$ cat config.mk
export PLATFORM = sky130hd
export DESIGN_NAME = lora_time_on_air_unit
export DESIGN_NICKNAME = d
export VERILOG_FILES = /design/src/rtl/lota_pkg.sv /design/src/rtl/lora_time_on_air_unit.sv /design/src/rtl/lota_symbol_div.sv /design/src/rtl/lota_airtime_scale.sv
export SDC_FILE = /design/constraint.sdc
export NUM_CORES = 1
export LEC_CHECK = 0
export ABC_CLOCK_PERIOD_IN_PS = 8100
export BUFFER_PORTS_ARGS = -buffer_cell sky130_fd_sc_hd__buf_2
export CAP_MARGIN = 20
export CORE_MARGIN = 3
export CORE_UTILIZATION = 55
export CTS_BUF_LIST = sky130_fd_sc_hd__clkbuf_4 sky130_fd_sc_hd__clkbuf_8
export DETAILED_ROUTE_END_ITERATION = 10
export MAX_ROUTING_LAYER = met4
export PLACE_DENSITY = 0.69
export SLEW_MARGIN = 30
export SYNTH_ARGS = -nofsm -noshare
export SYNTH_HDL_FRONTEND = slang
export SYNTH_HIERARCHICAL = 1
export SYNTH_SLANG_ARGS = --single-unit
$ cat constraint.sdc
create_clock -name clk -period 8.1 [get_ports clk]
set_input_delay 0.81 -clock clk [delete_from_list [all_inputs] [get_ports clk]]
set_output_delay 0.81 -clock clk [all_outputs]
set_load 0.01 [all_outputs]
$ cat src/rtl/lota_pkg.sv
package lota_pkg;

	// field widths
	localparam int SF_W   = 4;
	localparam int BW_W   = 2;
	localparam int LEN_W  = 8;
	localparam int AIR_W  = 13;
	localparam int QUO_W  = 10;
	localparam int RCP_W  = 13;

	// bandwidth codes, anything else runs at 125 kHz
	localparam logic [BW_W-1:0] BW_250 = 2'd1;
	localparam logic [BW_W-1:0] BW_500 = 2'd2;

	// low data rate optimization kicks in from this spreading factor
	localparam logic [SF_W-1:0] SF_LDRO = 4'd11;

	// reciprocal of 125 scaled by 2^24, and the point where the ms count clips
	localparam int              RCP125_SHIFT = 24;
	localparam logic [17:0]     RCP125       = 18'd134217;
	localparam logic [28:0]     SAT_LIMIT    = 29'd4095500;
	localparam logic [AIR_W-1:0] AIR_MAX     = 13'h1fff;

	// symbol group count handed from the divider to the scaler
	typedef struct packed {
		logic [SF_W-1:0]  sf;
		logic [BW_W-1:0]  bw_code;
		logic [QUO_W-1:0] quo;
	} lota_sym_t;

	// floor(4096 / d) for the divisors that occur, d = 1..13
	function automatic logic [RCP_W-1:0] lota_recip(input logic [3:0] d);
		logic [RCP_W-1:0] r;
		case (d)
			4'd2:    r = 13'd2048;
			4'd3:    r = 13'd1365;
			4'd4:    r = 13'd1024;
			4'd5:    r = 13'd819;
			4'd6:    r = 13'd682;
			4'd7:    r = 13'd585;
			4'd8:    r = 13'd512;
			4'd9:    r = 13'd455;
			4'd10:   r = 13'd409;
			4'd11:   r = 13'd372;
			4'd12:   r = 13'd341;
			4'd13:   r = 13'd315;
			default: r = 13'd4096;
		endcase
		return r;
	endfunction

endpackage

$ cat src/rtl/lora_time_on_air_unit.sv
// lora packet airtime calculator
// input channel: in_valid / in_stall carry one frame description per beat:
//   spread_factor, bandwidth_code (0=125, 1=250, 2=500 kHz, 3 as 125 kHz)
//   and payload_bytes; a beat is taken when in_valid is high and in_stall low
// output channel: out_valid / out_stall carry airtime_ms, the time on air in
//   whole milliseconds rounded up, clipped at 8191
// throughput: one beat per cycle, every cycle, with no stall downstream
// pipeline: seven register stages; three do the symbol count division by reciprocal
//   and correction, four scale by 2^sf and divide by the bandwidth, the last of them
//   being the output register
// stall: the whole pipe holds while out_valid is high and out_stall is high;
//   in_stall follows that condition, so nothing is dropped or repeated and a
//   new beat still enters while an empty output slot is being filled
// reset: arst_n clears every valid bit at once; no state is kept between
//   beats, so the block accepts right after reset
module lora_time_on_air_unit
	import lota_pkg::*;
(
	input  logic             clk,
	input  logic             arst_n,
	input  logic             in_valid,
	output logic             in_stall,
	input  logic [SF_W-1:0]  spread_factor,
	input  logic [BW_W-1:0]  bandwidth_code,
	input  logic [LEN_W-1:0] payload_bytes,
	output logic             out_valid,
	input  logic             out_stall,
	output logic [AIR_W-1:0] airtime_ms
);

	logic      en;
	logic      sym_valid;
	lota_sym_t sym;

	// pipe advances unless a result is waiting on a stalled receiver
	assign en       = !out_valid || !out_stall;
	assign in_stall = !en;

	lota_symbol_div u_div (
		.clk            (clk),
		.arst_n         (arst_n),
		.en             (en),
		.in_valid       (in_valid),
		.spread_factor  (spread_factor),
		.bandwidth_code (bandwidth_code),
		.payload_bytes  (payload_bytes),
		.valid_s3       (sym_valid),
		.sym_s3         (sym)
	);

	lota_airtime_scale u_scale (
		.clk        (clk),
		.arst_n     (arst_n),
		.en         (en),
		.sym_valid  (sym_valid),
		.sym        (sym),
		.out_valid  (out_valid),
		.airtime_ms (airtime_ms)
	);

endmodule

$ cat src/rtl/lota_symbol_div.sv
module lota_symbol_div
	import lota_pkg::*;
(
	input  logic             clk,
	input  logic             arst_n,
	input  logic             en,
	input  logic             in_valid,
	input  logic [SF_W-1:0]  spread_factor,
	input  logic [BW_W-1:0]  bandwidth_code,
	input  logic [LEN_W-1:0] payload_bytes,
	output logic             valid_s3,
	output lota_sym_t        sym_s3
);

	logic signed [10:0] num_c;
	logic [3:0]         den_c;
	logic [QUO_W-1:0]   dvd_c;

	logic               valid_s1, valid_s2;
	logic [SF_W-1:0]    sf_s1, sf_s2;
	logic [BW_W-1:0]    bw_s1, bw_s2;
	logic [QUO_W-1:0]   dvd_s1, dvd_s2;
	logic [3:0]         den_s1, den_s2;
	logic [RCP_W-1:0]   rcp_s1;
	logic [QUO_W-1:0]   qest_s2;

	logic [22:0]        qprod_c;
	logic [13:0]        qd_c;
	logic [QUO_W-1:0]   rem_c;
	logic [QUO_W-1:0]   quo_c;

	// numerator and divisor, both divided by four; ceiling folded into the dividend
	always_comb begin
		num_c = $signed({2'b00, payload_bytes, 1'b0}) - $signed({7'd0, spread_factor})
			+ 11'sd11;
		if (spread_factor >= SF_LDRO) begin
			den_c = spread_factor - 4'd2;
		end else if (spread_factor == 4'd0) begin
			den_c = 4'd1;
		end else begin
			den_c = spread_factor;
		end
		if (num_c > 11'sd0) begin
			dvd_c = num_c[QUO_W-1:0] + {6'd0, den_c} - 10'd1;
		end else begin
			dvd_c = '0;
		end
	end

	// stage 1: operands and reciprocal lookup
	always_ff @(posedge clk or negedge arst_n) begin
		if (!arst_n) begin
			valid_s1 <= 1'b0;
		end else if (en) begin
			valid_s1 <= in_valid;
		end
	end

	always_ff @(posedge clk) begin
		if (en) begin
			sf_s1  <= spread_factor;
			bw_s1  <= bandwidth_code;
			dvd_s1 <= dvd_c;
			den_s1 <= den_c;
			rcp_s1 <= lota_recip(den_c);
		end
	end

	// stage 2: quotient estimate, low by at most one
	assign qprod_c = {13'd0, dvd_s1} * {10'd0, rcp_s1};

	always_ff @(posedge clk or negedge arst_n) begin
		if (!arst_n) begin
			valid_s2 <= 1'b0;
		end else if (en) begin
			valid_s2 <= valid_s1;
		end
	end

	always_ff @(posedge clk) begin
		if (en) begin
			sf_s2   <= sf_s1;
			bw_s2   <= bw_s1;
			dvd_s2  <= dvd_s1;
			den_s2  <= den_s1;
			qest_s2 <= qprod_c[21:12];
		end
	end

	// stage 3: remainder check corrects the estimate
	always_comb begin
		qd_c  = {4'd0, qest_s2} * {10'd0, den_s2};
		rem_c = dvd_s2 - qd_c[QUO_W-1:0];
		quo_c = qest_s2 + ((rem_c >= {6'd0, den_s2}) ? 10'd1 : 10'd0);
	end

	always_ff @(posedge clk or negedge arst_n) begin
		if (!arst_n) begin
			valid_s3 <= 1'b0;
		end else if (en) begin
			valid_s3 <= valid_s2;
		end
	end

	always_ff @(posedge clk) begin
		if (en) begin
			sym_s3.sf      <= sf_s2;
			sym_s3.bw_code <= bw_s2;
			sym_s3.quo     <= quo_c;
		end
	end

endmodule

$ cat src/rtl/lota_airtime_scale.sv
module lota_airtime_scale
	import lota_pkg::*;
(
	input  logic             clk,
	input  logic             arst_n,
	input  logic             en,
	input  logic             sym_valid,
	input  lota_sym_t        sym,
	output logic             out_valid,
	output logic [AIR_W-1:0] airtime_ms
);

	logic [6:0]       gmul_c;
	logic [15:0]      sym4_c;
	logic [28:0]      chips_c;
	logic [1:0]       bsh_c;
	logic [29:0]      rsum_c;
	logic [21:0]      wsum_c;
	logic [37:0]      mprod_c;
	logic [19:0]      qm_c;
	logic [19:0]      rem_c;

	logic             valid_s4, valid_s5, valid_s6;
	logic [28:0]      y_s4;
	logic             sat_s5, sat_s6;
	logic [19:0]      w_s5, w_s6;
	logic [AIR_W-1:0] qe_s6;

	// stage 4: 49 + 4*symbols, times 2^sf, then ceiling shift for the bandwidth
	// at sf 0 the real divisor is one, not four, so each quotient step is four groups
	always_comb begin
		gmul_c  = (sym.sf == 4'd0) ? 7'd80 : 7'd20;
		sym4_c  = 16'd81 + ({6'd0, sym.quo} * {9'd0, gmul_c});
		chips_c = {13'd0, sym4_c} << sym.sf;
		if (sym.bw_code == BW_250) begin
			bsh_c = 2'd1;
		end else if (sym.bw_code == BW_500) begin
			bsh_c = 2'd2;
		end else begin
			bsh_c = 2'd0;
		end
		rsum_c = ({1'b0, chips_c} + ((30'd1 << bsh_c) - 30'd1)) >> bsh_c;
	end

	always_ff @(posedge clk or negedge arst_n) begin
		if (!arst_n) begin
			valid_s4 <= 1'b0;
		end else if (en) begin
			valid_s4 <= sym_valid;
		end
	end

	always_ff @(posedge clk) begin
		if (en) begin
			y_s4 <= rsum_c[28:0];
		end
	end

	// stage 5: clip check and ceiling offset, divide by 4 of the 500
	assign wsum_c = y_s4[21:0] + 22'd499;

	always_ff @(posedge clk or negedge arst_n) begin
		if (!arst_n) begin
			valid_s5 <= 1'b0;
		end else if (en) begin
			valid_s5 <= valid_s4;
		end
	end

	always_ff @(posedge clk) begin
		if (en) begin
			sat_s5 <= (y_s4 > SAT_LIMIT);
			w_s5   <= wsum_c[21:2];
		end
	end

	// stage 6: divide by 125 through the scaled reciprocal
	assign mprod_c = {18'd0, w_s5} * {20'd0, RCP125};

	always_ff @(posedge clk or negedge arst_n) begin
		if (!arst_n) begin
			valid_s6 <= 1'b0;
		end else if (en) begin
			valid_s6 <= valid_s5;
		end
	end

	always_ff @(posedge clk) begin
		if (en) begin
			sat_s6 <= sat_s5;
			w_s6   <= w_s5;
			qe_s6  <= mprod_c[RCP125_SHIFT+AIR_W-1:RCP125_SHIFT];
		end
	end

	// stage 7: correct the estimate, clip, output register
	always_comb begin
		qm_c  = {7'd0, qe_s6} * 20'd125;
		rem_c = w_s6 - qm_c;
	end

	always_ff @(posedge clk or negedge arst_n) begin
		if (!arst_n) begin
			out_valid <= 1'b0;
		end else if (en) begin
			out_valid <= valid_s6;
		end
	end

	always_ff @(posedge clk) begin
		if (en) begin
			if (sat_s6) begin
				airtime_ms <= AIR_MAX;
			end else begin
				airtime_ms <= qe_s6 + ((rem_c >= 20'd125) ? 13'd1 : 13'd0);
			end
		end
	end

endmodule

* Word level (Yosys, flattened, before mapping) *
Memory sizes are Yosys's and may differ from the RTL's. A register that Yosys moved wholly into a read port is not among the register bits.
Index checks and enable logic that the tools add are counted.

storage, ports and cells
  bits in registers = 170
  latch bits = 0
  bits in writable memories = 0
  bits in read-only memories = 208
  bits of input ports = 18
  output and inout port bits = 15
  word-level logic and storage cells = 68
  memories = 1

memory list
  memory            depth  width  read ports  clocked after memory_dff  write ports  RTL line        text
  (name not given)  16     13     1           1                         0            lota_pkg.sv:34  case (d)

operators by class
  add/subtract/negate cells = 13
  multipliers = 5
  div/mod/pow operators = 0
  $lt $le $gt $ge = 5
  eq/ne operators = 2
  shift operators = 3
  mux-type cells = 7
  bitwise logic cells = 0
  reduce and logical (&&, ||, !) cells = 6

operators with widths
  operator                  count
  $mul A20 B18 Y37 const B  1
  $add A29 B30 Y30          1
  $shl A1 B2 Y30 const A    1
  $shr A30 B2 Y29           1
  $sub A30 B1 Y30 const B   1
  $gt A29 B22 Y1 const B    1
  $shl A16 B4 Y29           1
  $add A22 B9 Y22 const B   1
  $mul A10 B13 Y22          1
  $ge A20 B7 Y1 const B     1
  $mul A13 B7 Y20 const B   1
  $sub A20 B20 Y20          1
  $add A7 B16 Y16 const A   1
  $mul A10 B7 Y16           1
  $add A13 B13 Y13          1
  $add A11 B5 Y11 const B   1
  $gt A11 B1 Y1 const B     1
  $add A10 B10 Y10          1
  $add A10 B4 Y10           1
  $ge A10 B4 Y1             1
  $mul A10 B4 Y10           1
  $sub A10 B1 Y10 const B   1
  $sub A10 B10 Y10          1
  $sub A9 B4 Y10            1
  11 further kinds          17

* Logic depth before layout (Yosys ltp) *
  word-level depth = 7
  mapped depth = 35
  gate-level depth less buffers = 33

* Hierarchy *
The synthesis kept the hierarchy.

modules (own cells, without submodules)
  module                 instances  cells each  area an instance (µm²)  seq. area each (µm²)
  lota_airtime_scale     1          1543        15014.4                 3012.9
  lota_symbol_div        1          918         9133.8                  2447.3
  lora_time_on_air_unit  1          2           10.0                    0.0

* Worst setup path before layout *
Ideal clock, no wire load.

  kind = reg-to-reg
  start = reg u_div/sym_s3[12] in the netlist's numbering
  end = reg u_scale.y_s4[26] (data pin)
  library setup time = 0.272 ns
  arrival = 7.245 ns
  data required time = 7.828 ns
  setup slack = 0.584 ns
  stages on the path, launching flop included = 34
  buffers on the path = 2
  period minus slack after synthesis = 7.516 ns
  path through = edfxtp_1 -> buf_2 -> nor4_2 -> clkbuf_1 -> and2_1 -> ha_1 -> inv_1 -> fa_1 -> fa_1 -> inv_1 -> ha_1 -> ha_1 -> fa_1 -> a21o_1 -> a221oi_2 -> xnor2_1 -> mux2_4 -> nand2_1 -> nand2_1 -> mux2i_1 -> nor2_1 -> or2_2 -> inv_1 -> ha_1 -> a21o_1 -> a21o_1 -> a21oi_1 -> o21ai_0 -> nand3_1 -> nand2_1 -> a2111oi_0 -> nor2_1 -> xor2_1 -> mux4_2

on the way
  longest elaborated chain between the ends = 7

RTL lines
  item                    RTL line                  text
  start, declared         lota_symbol_div.sv:12     output lota_sym_t sym_s3
  $logic_not A4 Y1        lota_airtime_scale.sv:32  gmul_c = (sym.sf == 4'd0) ? 7'd80 : 7'd20;
  $mux W7                 lota_airtime_scale.sv:32
  $mul A10 B7 Y16         lota_airtime_scale.sv:33  sym4_c = 16'd81 + ({6'd0, sym.quo} * {9'd0, gmul_c});
  $add A7 B16 Y16         lota_airtime_scale.sv:33
  $shl A16 B4 Y29 *       lota_airtime_scale.sv:34  chips_c = {13'd0, sym4_c} << sym.sf;
  $add A29 B30 Y30 *      lota_airtime_scale.sv:42  rsum_c = ({1'b0, chips_c} + ((30'd1 << bsh_c) - 30'd1)) >> bsh_c;
  $shr A30 B2 Y29 *       lota_airtime_scale.sv:42
  via u_scale.rsum_c[26]  lota_airtime_scale.sv:17  logic [29:0] rsum_c;
  end signal, assigned    lota_airtime_scale.sv:55  y_s4 <= rsum_c[28:0];
  end, declared           lota_airtime_scale.sv:24  logic [28:0] y_s4;

The timed path passes the listed nets; every way through them passes the cells marked *.
A chain may end at the register's enable or synchronous reset.

* Worst setup path after layout *
  start = reg u_div/sym_s3[15] in the netlist's numbering
  end = reg u_scale.y_s4[26] (data pin)

Same word-level chain as after synthesis.

==> results <==
- The flow ran to the end, and the final reports show no timing, DRC or antenna violations.
- In the final routed layout, each cell accounts on average for 16.0 um.
- STA classifies the critical path startpoint as a flip-flop.
- After routing, the total negative slack on setup checks comes to 0 ps.
- The number of CTS-inserted buffers is 17.
- The average footprint of a synthesized cell is 9.81 um^2.
- The die is 216 um wide.
- The number of antenna diodes in the final layout is 0.
- The tree built by TritonCTS fans out to 183 sinks.
- The clock tree from TritonCTS is built.
- The depth of the worst register-to-register path is 31.
- The number of hold-slack violations in the final timing report is 0.
- After the last flow step, the layout net total stands at 3103.
- The placement row count is 76.
- Of the synthesized area, sequential elements account for 22.6%.
- After detailed placement, the total cell area comes to 24900 um^2.
- The library cells used most frequently in the layout, excluding fill and tap cells, are sky130_fd_sc_hd__inv_1, sky130_fd_sc_hd__ha_1, sky130_fd_sc_hd__fa_1.
- Leaving out fill and tap cells, the most frequent cell in the layout is sky130_fd_sc_hd__inv_1.
- After layout, the minimum clock period comes to 7550 ps.
- The family with the most delay on the worst path is adder cells.
- The fraction of final layout cells sized beyond drive strength 1 is 5.60%.
- The critical path's slowest cell is sky130_fd_sc_hd__fa_1.
- The floorplan core area is 43300 um^2.
- In this run the critical register-to-register path is launched from u_div/sym_s3[15].
- The area of the die is 46500 um^2.
- The unique cell type count in the Yosys netlist is 90.
- Across the run, the number of max-cap violations was 0.
- The HPWL after detailed placement is 39900 um.
- The number of H-tree branching levels is 4.
- In the synthesized netlist the async set-or-reset flop fraction comes to 3.83%.
- The first TritonRoute pass finished after 5 iterations.
- The transition at the pin with the smallest max-transition slack is 870 ps.
- The endpoint type of the worst setup path is a flip-flop.
- The number of fill cells in the layout is 3778.
- The final-report max-slew violation count is 0.
- The most frequently used flop master after synthesis is sky130_fd_sc_hd__edfxtp_1.
- Static timing analysis puts the maximum clock frequency at 132 MHz.
- Data on the critical path arrives at its endpoint at 7810 ps.
- The global route total overflow is 0.
- The initial detailed-routing violation count is 837.
- The flop-to-flop setup slack is 550 ps.
- The initial antenna violation count is 0.
- The required time of the critical path is 8360 ps.
- The worst pin sits at a relative slew slack of 42.0%.
- The critical path in this run is classified as flip-flop to flip-flop.
- Setup repair after global routing left no endpoint under its margin.
- The maximum fanout count along the critical path is 5.
- The via count of the first global-routing pass came to 17989.
- The clock latency reported for the late side of the worst-skew pair is 530 ps.
- The layout overhead on the synthesized area is 4.81%.
- The final cell area excluding filler cells is 25300 um^2.
- During I/O placement, the number of pins put on the boundary was 33.
- The gate count after technology mapping is 2463.
- The most prevalent standard cell on the critical path is sky130_fd_sc_hd__ha_1.
- The final clock skew is 20.5 ps.
- The longest clock path from root to sink contains 2 buffers.
- The sum of routed wire length over all layers is 49200 um.
- The sum of buffers and inverters on the critical path is 3.
- In this run the remaining antenna-violating nets after routing total 0.
- The starting density of the core is 55.8%.
- Entering global routing, the biggest net connects 73 pins.
- The congestion estimate from routability-driven global placement came to 0.924.
- The class of the worst hold path is input pin to async pin.
- The combined global-route utilization of all metal layers is 23.3%.
- The worst register-to-register path ends at u_scale/y_s4[26].
- Port buffering added 32 buffers.
- The number of nets produced by synthesis is 3096.
- The clock slew seen by the registers of the worst setup and hold paths is 110 ps.
- The cell sitting at the root of the clock tree is a sky130_fd_sc_hd__clkbuf_8.
- After detailed routing, the number of remaining DRC violations is 0.
- The count of state elements after synthesis is 183.
- The total via count in the routed design is 16760.
- Setup violations remaining at the end of the flow were counted as 0.
- The largest stage delay on the critical path is 540 ps.
- The final critical path takes up 93.2% of the cycle.
- The number of warnings issued by yosys is 6.
- The total of hold buffers inserted after clock tree synthesis is 0.
- The die height is 216 um.
- The count of flip-flops with a built-in enable after synthesis is 176.
- The synthesized netlist occupies a cell area of 24200 um^2.
- The global-route wire length before repair is 86000 um.
- In the routed layout, each cell is associated on average with a via count of 5.46.
==> routing by layer <==
layer  wire length (um)  vias to the layer above  GRT usage (%)
met5                  0                        -              -
met4               1610                        0           8.39
met3               1630                      105           2.80
met2              24600                      321           39.7
met1              21400                     8112           28.7
li1                   -                     8222              -
==> flip-flops by register name, indices dropped and copies added (netlist names), 10 cells and up <==
register / flops
u_scale/qe_s6: 13
u_div/sym_s3: 16
u_scale/airtime_ms: 13
u_div/qest_s2: 10
u_div/rcp_s1: 13
u_scale/y_s4: 29
u_div/dvd_s2: 10
u_scale/w_s5: 20
u_scale/w_s6: 20
u_div/dvd_s1: 10
==> metrics by stage <==
stage | utilization [%] | instances | hold slack (ps) | setup WS (ps)
after floorplan | - | 2463 | 400 | 584
final | 58.5 | 3068 | 80.9 | 553
after global placement | 57.6 | 3036 | 401 | 592
after global routing | 58.5 | 3068 | 44.8 | 6.07
after detailed placement | 57.6 | 3036 | 408 | 551
after CTS | 58.5 | 3068 | 18.6 | 554
==> final cells by class <==
type / count / area [um^2] / share of cell area (%)
multi-input cells: 1748 / 16700 / 65.9
clock buffers: 17 / 234 / 0.924
well taps: 585 / 732 / 2.89
inverters: 477 / 1790 / 7.08
repair buffers: 43 / 243 / 0.959
flip-flops and latches: 183 / 5460 / 21.6
clock inverters: 15 / 164 / 0.647
==> how the worst max path moves through the flow <==
stage	cells past startpoint	endpoint	start
floorplan	33	u_scale/y_s4[26]	u_div/sym_s3[12]
global placement	29	u_scale/y_s4[26]	u_div/sym_s3[15]
detailed placement	29	u_scale/y_s4[26]	u_div/sym_s3[15]
CTS	30	u_scale/y_s4[26]	u_div/sym_s3[15]
global route	33	u_scale/y_s4[26]	u_div/sym_s3[15]
finish	31	u_scale/y_s4[26]	u_div/sym_s3[15]
==> worst register-to-register path, delay by kind of cell, from the launching register on <==
| kind | cells | cell delay, ps |
|---|---|---|
| AO/OA/AOI/OAI | 7 | 1620 |
| XOR/XNOR | 2 | 370 |
| adder cells (fa/ha/maj) | 7 | 2450 |
| buffers and inverters | 3 | 180 |
| flip-flops | 1 | 420 |
| multiplexers | 3 | 950 |
| AND/OR/NAND/NOR | 9 | 1310 |
==> timing repair <==
item                                    CTS  global route
buffers inserted                          0             0
endpoints found under the setup margin    0             1
resized for setup                         0             1
endpoints found under the hold margin     0             0
==> cells by family (layout without fill, tap and decap cells) <==
family | count (synthesis) | count (layout) | synth area share [%]
buf+inv | 532 | 552 | 8.35
xor+xnor | 136 | 136 | 4.93
fa+ha+maj | 615 | 615 | 39.0
compound gates | 364 | 364 | 10.5
simple gates | 576 | 576 | 11.9
mux | 57 | 57 | 2.81
flops | 183 | 183 | 22.6
==> synth_stat cells (27+ instances only) <==
master | n | area share [%]
sky130_fd_sc_hd__o21ai_0 | 61 | 1.3
sky130_fd_sc_hd__inv_1 | 472 | 7.3
sky130_fd_sc_hd__clkbuf_1 | 41 | 0.64
sky130_fd_sc_hd__ha_1 | 386 | 20
sky130_fd_sc_hd__and2_1 | 82 | 2.1
sky130_fd_sc_hd__xnor2_1 | 94 | 3.4
sky130_fd_sc_hd__nand3_1 | 43 | 0.89
sky130_fd_sc_hd__nor3_1 | 32 | 0.66
sky130_fd_sc_hd__a21oi_1 | 90 | 1.9
sky130_fd_sc_hd__nand2_1 | 197 | 3.1
sky130_fd_sc_hd__fa_1 | 229 | 19
sky130_fd_sc_hd__edfxtp_1 | 176 | 22
sky130_fd_sc_hd__a21o_1 | 34 | 1.1
sky130_fd_sc_hd__xor2_1 | 42 | 1.5
sky130_fd_sc_hd__mux2i_1 | 37 | 1.5
sky130_fd_sc_hd__nor2_1 | 91 | 1.4
sky130_fd_sc_hd__o21a_1 | 27 | 0.84
Power is left out: the tool's default activity adds up to more than one toggle a clock period on the data nets, which glitch-free logic cannot reach.
